--- src/design/acs_pkg.sv ---
// Package: widths, opcodes, status codes and shared types of the accumulator processor.
`timescale 1ns / 1ps
package acs_pkg;
   localparam int MemBytesDefault   = 2048;
   localparam int IoBytesDefault    = 32;
   localparam int QueueDepthDefault = 2;
   localparam int AddrW = 11;

   typedef enum logic [1:0] {
      MODE_LOAD = 2'd0, MODE_SETIO = 2'd1, MODE_EXEC = 2'd2, MODE_RESTART = 2'd3
   } mode_type;

   localparam logic [1:0] ST_RUN = 2'd0;
   localparam logic [1:0] ST_EOP = 2'd1;
   localparam logic [1:0] ST_ERR = 2'd2;

   localparam logic [4:0] OP_WM   = 5'd1;
   localparam logic [4:0] OP_RM   = 5'd2;
   localparam logic [4:0] OP_BR   = 5'd3;
   localparam logic [4:0] OP_RIO  = 5'd4;
   localparam logic [4:0] OP_WIO  = 5'd5;
   localparam logic [4:0] OP_WB   = 5'd6;
   localparam logic [4:0] OP_WIB  = 5'd7;
   localparam logic [4:0] OP_WACC = 5'd9;
   localparam logic [4:0] OP_RACC = 5'd11;
   localparam logic [4:0] OP_SWAP = 5'd14;
   localparam logic [4:0] OP_BRLT = 5'd17;
   localparam logic [4:0] OP_BRGT = 5'd18;
   localparam logic [4:0] OP_BRNE = 5'd19;
   localparam logic [4:0] OP_BRE  = 5'd20;
   localparam logic [4:0] OP_SHR  = 5'd21;
   localparam logic [4:0] OP_SHL  = 5'd22;
   localparam logic [4:0] OP_XOR  = 5'd23;
   localparam logic [4:0] OP_NOT  = 5'd24;
   localparam logic [4:0] OP_OR   = 5'd25;
   localparam logic [4:0] OP_AND  = 5'd26;
   localparam logic [4:0] OP_MUL  = 5'd27;
   localparam logic [4:0] OP_SUB  = 5'd29;
   localparam logic [4:0] OP_ADD  = 5'd30;
   localparam logic [4:0] OP_EOP  = 5'd31;

   // Classified item handed from front to back.
   typedef struct packed {
      mode_type         mode;
      logic [AddrW-1:0] addr;
      logic [7:0]       data;
      logic             io_ok;  // addr in input buffer range
   } item_type;

   typedef struct packed {
      logic [1:0]       status;
      logic [AddrW-1:0] prog_counter;
      logic [4:0]       last_opcode;
      logic [7:0]       accum;
      logic [3:0]       flag_bits;
      logic [7:0]       mem_buffer;
      logic [7:0]       io_buffer;
      logic             latch_write;
      logic [3:0]       latch_index;
      logic [7:0]       latch_value;
   } result_type;
endpackage

--- src/design/acs_front.sv ---
// Front end: accepts request transfers, classifies them and queues them for execution.
`timescale 1ns / 1ps
module acs_front import acs_pkg::*; #(
   parameter int QueueDepth = QueueDepthDefault
) (
   input  logic             clock,
   input  logic             reset,
   input  logic             req_valid,
   output logic             req_stall,
   input  logic [1:0]       req_mode,
   input  logic [AddrW-1:0] req_addr,
   input  logic [7:0]       req_data,
   output logic             item_valid,
   input  logic             item_take,
   output item_type         item
);
   localparam int PtrW = (QueueDepth > 1) ? $clog2(QueueDepth) : 1;

   item_type          q_ff [QueueDepth];
   logic [PtrW-1:0]   wr_ff, wr_in, rd_ff, rd_in;
   logic [PtrW:0]     cnt_ff, cnt_in;
   logic              push, pop;
   item_type          new_item;

   assign req_stall  = (cnt_ff == (PtrW+1)'(QueueDepth));
   assign push       = req_valid && !req_stall;
   assign item_valid = (cnt_ff != '0);
   assign pop        = item_valid && item_take;
   assign item       = q_ff[rd_ff];

   always_comb begin
      new_item.mode  = mode_type'(req_mode);
      new_item.addr  = req_addr;
      new_item.data  = req_data;
      new_item.io_ok = (req_addr >= AddrW'(16)) && (req_addr <= AddrW'(31));
      wr_in  = push ? ((wr_ff == PtrW'(QueueDepth-1)) ? '0 : wr_ff + 1'b1) : wr_ff;
      rd_in  = pop  ? ((rd_ff == PtrW'(QueueDepth-1)) ? '0 : rd_ff + 1'b1) : rd_ff;
      cnt_in = cnt_ff + (push ? 1'b1 : 1'b0) - (pop ? 1'b1 : 1'b0);
   end

   always_ff @(posedge clock) begin
      if (reset) begin
         wr_ff  <= '0;
         rd_ff  <= '0;
         cnt_ff <= '0;
      end else begin
         wr_ff  <= wr_in;
         rd_ff  <= rd_in;
         cnt_ff <= cnt_in;
      end
      if (push) q_ff[wr_ff] <= new_item;
   end
endmodule

--- config.mk ---
export PLATFORM = sky130hd
export DESIGN_NAME = acs_front
export DESIGN_NICKNAME = d
export VERILOG_FILES = /design/src/design/acs_pkg.sv /design/src/design/acs_front.sv
export SDC_FILE = /design/constraint.sdc
export NUM_CORES = 1
export LEC_CHECK = 0
export BUFFER_PORTS_ARGS = -buffer_cell sky130_fd_sc_hd__buf_2
export CAP_MARGIN = 20
export CORE_UTILIZATION = 55
export DETAILED_ROUTE_END_ITERATION = 10
export PLACE_DENSITY = 0.81
export SETUP_SLACK_MARGIN = 0.2
export SLEW_MARGIN = 20
export SYNTH_ARGS = -nofsm -noshare
export SYNTH_HDL_FRONTEND = slang
export SYNTH_SLANG_ARGS = --single-unit
export TNS_END_PERCENT = 50
--- constraint.sdc ---
create_clock -name clock -period 2.7 [get_ports clock]
set_input_delay 0.675 -clock clock [delete_from_list [all_inputs] [get_ports clock]]
set_output_delay 0.675 -clock clock [all_outputs]
set_load 0.1 [all_outputs]
* Yosys cells after proc, flatten, opt, wreduce, memory -nomap -nowiden
Memory sizes are Yosys's and may differ from the RTL's. A register that Yosys moved wholly into a read port is not among the register bits.
Index checks and enable logic that the tools add are counted.
** Cells by class
- $add $sub $neg :: 4
- Multiply operators :: 0
- Divide/modulo/power cells :: 0
- $lt $le $gt $ge :: 2
- Equal/unequal tests :: 1
- Shift-type cells :: 0
- Mux-type cells :: 8
- Bitwise operators :: 0
- Reductions and logical operators :: 5
** Operators with widths (number)
- $ge A11 B5 Y1 const B :: 1
- $le A11 B5 Y1 const B :: 1
- $mux W1 :: 8
- $logic_and A1 B1 Y1 :: 3
- $add A1 B1 Y1 const B :: 2
- $add A2 B1 Y2 :: 1
- $eq A2 B2 Y1 const B :: 1
- $reduce_bool A2 Y1 :: 1
- $sub A2 B1 Y2 :: 1
- $logic_not A1 Y1 :: 1
** Word-level totals
- Bits in registers :: 4
- Latch bits :: 0
- RAM bits :: 44
- ROM bits :: 0
- Input bits :: 25
- Output and inout port bits :: 24
- Logic and storage cells :: 24
- Memories :: 1
** Memories
- q_ff :: words 2, width 22, read ports 1, clocked after Yosys merged registers in 1, wr ports 1, line acs_front.sv:19 : item_type q_ff [QueueDepth];

* Depth between registers and ports, before layout
- Depth in word-level cells :: 6
- Depth in mapped cells :: 8
- Mapped depth without buffers :: 8

* Worst setup path after synthesis
OpenSTA, ideal clock, no wires.
- Kind :: input to register
- From :: input req_valid
- To :: memory q_ff[0][0] (netlist name), enable pin
- Setup time :: 0.377 ns
- Arrival :: 1.512 ns
- Data required time :: 2.323 ns
- Setup slack :: 0.811 ns
- Stages :: 3
- Buffers on the path :: 0
- Cells stage by stage :: inv_1 > or3_1 > inv_1
** On the way
- Longest elaborated chain between the ends :: 3
** Ends and longest elaborated chain
- from (decl) :: line acs_front.sv:8 : input logic req_valid,
- $logic_and A1 B1 Y1 :: line acs_front.sv:26 : assign push = req_valid && !req_stall;
- $mux W1 :: line acs_front.sv:51 : if (push) q_ff[wr_ff] <= new_item;
- $mux W1 (implied by the code) :: line acs_front.sv:51
- to (decl) :: line acs_front.sv:19
No other way between the ends.

==> reports/qor.txt <==
Hold wc startpoint = req_mode[0]
Critical Path Start Type = flip-flop
Setup bufs post-CTS = 0
Most frequent cells in the layout = buf_2, edfxtp_1, mux2_2, clkbuf_4, dfxtp_1
Number of diodes = 0
I/O pins = 49
Global-route wire length before repair = 4298 µm
Total Routing Usage GR = 0.1726
DRC = 0
Root Buffer Master = clkbuf_4
Detailed Place HPWL = 1969 µm
Vias/cell = 4.985
Worst r2r src = cnt_ff[0]$_SDFF_PP0_
Share of the synthesized area in the top cell type = 0.7189
Final Hold Viols = 0
Max Fanout on Critical Path = 9
Max Root-Sink Buffers = 2
R2r setup slk = 0.96 ns
Part of the cycle the worst path needs = 0.8675
Initial drt markers = 20
Largest net degree at the start of global routing = 23
Post-Syn Area = 0.001838 mm²
Share of post-route cells with drive strength above 1 = 0.5584
CTS tree = built
Commonest non-fill, non-tap cell in the layout = buf_2
Final Setup Violations = 0
Routing usage on met1 = 0.1970
RSZ-0062 raised after global routing = no
H-tree depth = 2
Worst-Margin Slew = 0.5320 ns
Number of distinct library cells after synthesis = 23
Hold buffer count at CTS = 0
Yosys warns = 0
CTS Buf Count = 5
Core ar. = 0.003103 mm²
Global-route met3 utilization = 0.04545
Register-to-Register Path Depth = 5
Clock slew seen by the registers of the worst setup and hold paths = 0.13 ns
Kind of critical path = flip-flop to output pin
Nets@finish = 180
Critical Path End Type = output pin
Row cnt = 20
Vias = 987
DR pass1 iterations = 4
Max Slew Vio Count = 0
Initial Util = 0.5923
Syn Inst Count = 97
DRT antenna net count = 0
Worst rel slew slack = 0.6453
Crit path time final = 2.342 ns
Most Crowded Layer GR = met2
GR Layer Usage met2 = 0.3016
Post-Layout Cell Count = 198
Largest cells by area after synthesis = edfxtp_1, mux2_2, dfxtp_1, ha_1, nor4_2
F_max = 427.0 MHz
Required time worst endpoint = 2.03 ns
Clk Latency, worst-skew pair = 0.35 ns
Largest area contributor in the netlist = edfxtp_1
Worst hold path type = input pin to flip-flop
Hold Path Stages = 1
Hold endpoint = q_ff[0][20]$_DFFE_PP_
Overall die area = 0.003577 mm²
Synth Register Bits = 49
Gr ovfl total = 0
Area growth, synth to finish = 21.44%
Vias in the first global route = 941
Clock skew = 0.008174 ns
Reg-to-Reg End = q_ff[0][17]$_DFFE_PP_
Syn Area/Cell = 18.95 µm²
Status = complete, no violations
Syn Nets = 124
Fin Setup TNS = 0 ns
Routed wire length = 2725 µm
Gp weighted congestion = 0.7083
Die height = 59.81 µm
Clock sinks = 49
Worst EP arrival = 1.67 ns
Die width = 59.81 µm
Antenna violations before repair = 0
WL/cell = 13.76 µm
# port buffers = 48
Sequential-to-total area share from yosys stat = 0.7733
Post-Place Cells = 190
Max-cap violations = 0
## routing by layer
metal	up-vias	share of wire	wire length [µm]
li1	480	-	-
met1	466	0.41	1117
met2	34	0.52	1416
met3	7	0.053	144
met4	0	0.017	46
met5	-	0	0
## synth_stat cells, drive strengths merged
cell type  number
nor4            1
or4b            1
nand2b          1
or2             1
nor2b           1
edfxtp         44
dfxtp           5
ha              2
and3            1
inv             4
or3             1
o21a            1
and2            1
nand2           1
a21oi           1
o21ai           1
xor2            1
xnor2           1
nor3            1
nor2            3
mux2           22
buf             2
## area by class of cell
type / instances / area, µm²
Multi-Input combinational cell: 42 / 391.6
Clock inverter: 1 / 30.03
Fill cell: 211 / 870.8
Clock buffer: 7 / 55.05
Sequential cell: 49 / 1423
Inverter: 4 / 15.01
Tap cell: 44 / 55.05
Timing Repair Buffer: 51 / 262.8
## kinds of logic (layout without fill, tap and decap cells)
family | count (synthesis) | after routing | share of synthesized area
AO/OA/AOI/OAI | 3 | 3 | 0.009527
adder cells (fa/ha/maj) | 2 | 2 | 0.01361
XOR/XNOR | 2 | 2 | 0.009532
buffers and inverters | 6 | 63 | 0.01361
AND/OR/NAND/NOR | 13 | 13 | 0.04561
multiplexers | 22 | 22 | 0.1348
flip-flops | 49 | 49 | 0.7733
## repair_timing
item	CTS	global route
resized for setup	1	0
endpoints found under the hold margin	0	0
setup endpoints to repair	7	0
## worst max path at each step
| stage | from | end | slack, ns | depth (start not counted) |
|---|---|---|---|---|
| 5_1_grt | flip-flop | item[17] | 0.29 | 3 |
| 6_report | flip-flop | item[18] | 0.36 | 3 |
| 4_1_cts | flip-flop | item[7] | 0.33 | 3 |
| 2_1_floorplan | req_valid | q_ff[0][0]$_DFFE_PP_ | 0.81 | 3 |
| 3_3_place_gp | flip-flop | item[17] | 0.60 | 3 |
| 3_5_place_dp | flip-flop | item[7] | 0.61 | 3 |
## worst max-delay path, stage by stage, from the launching register on
cell	delay, ns
dfxtp_2	0.46
buf_4	0.21
mux2_2	0.35
buf_2	0.29
## flip-flops by register name, summed over array words and instances (netlist names), named ones only
register and cells:
cnt_ff 2, q_ff 44, wr_ff 1, rd_ff 1
## per-stage QoR
step	hold WS [ns]	util	cell area (µm²)	worst slack, ns
5_1_grt	0.4865	0.7194	2232	0.2894
4_1_cts	0.4895	0.7194	2232	0.3306
2_1_floorplan	0.4515	-	1838	0.8112
6_report	0.5064	0.7194	2232	0.3579
3_5_place_dp	0.4931	0.6915	2146	0.6121
3_3_place_gp	0.4692	0.6915	2146	0.6048
Power is not shown: default switching activity piles up to over one toggle a cycle in this logic, so the estimate is an artifact.
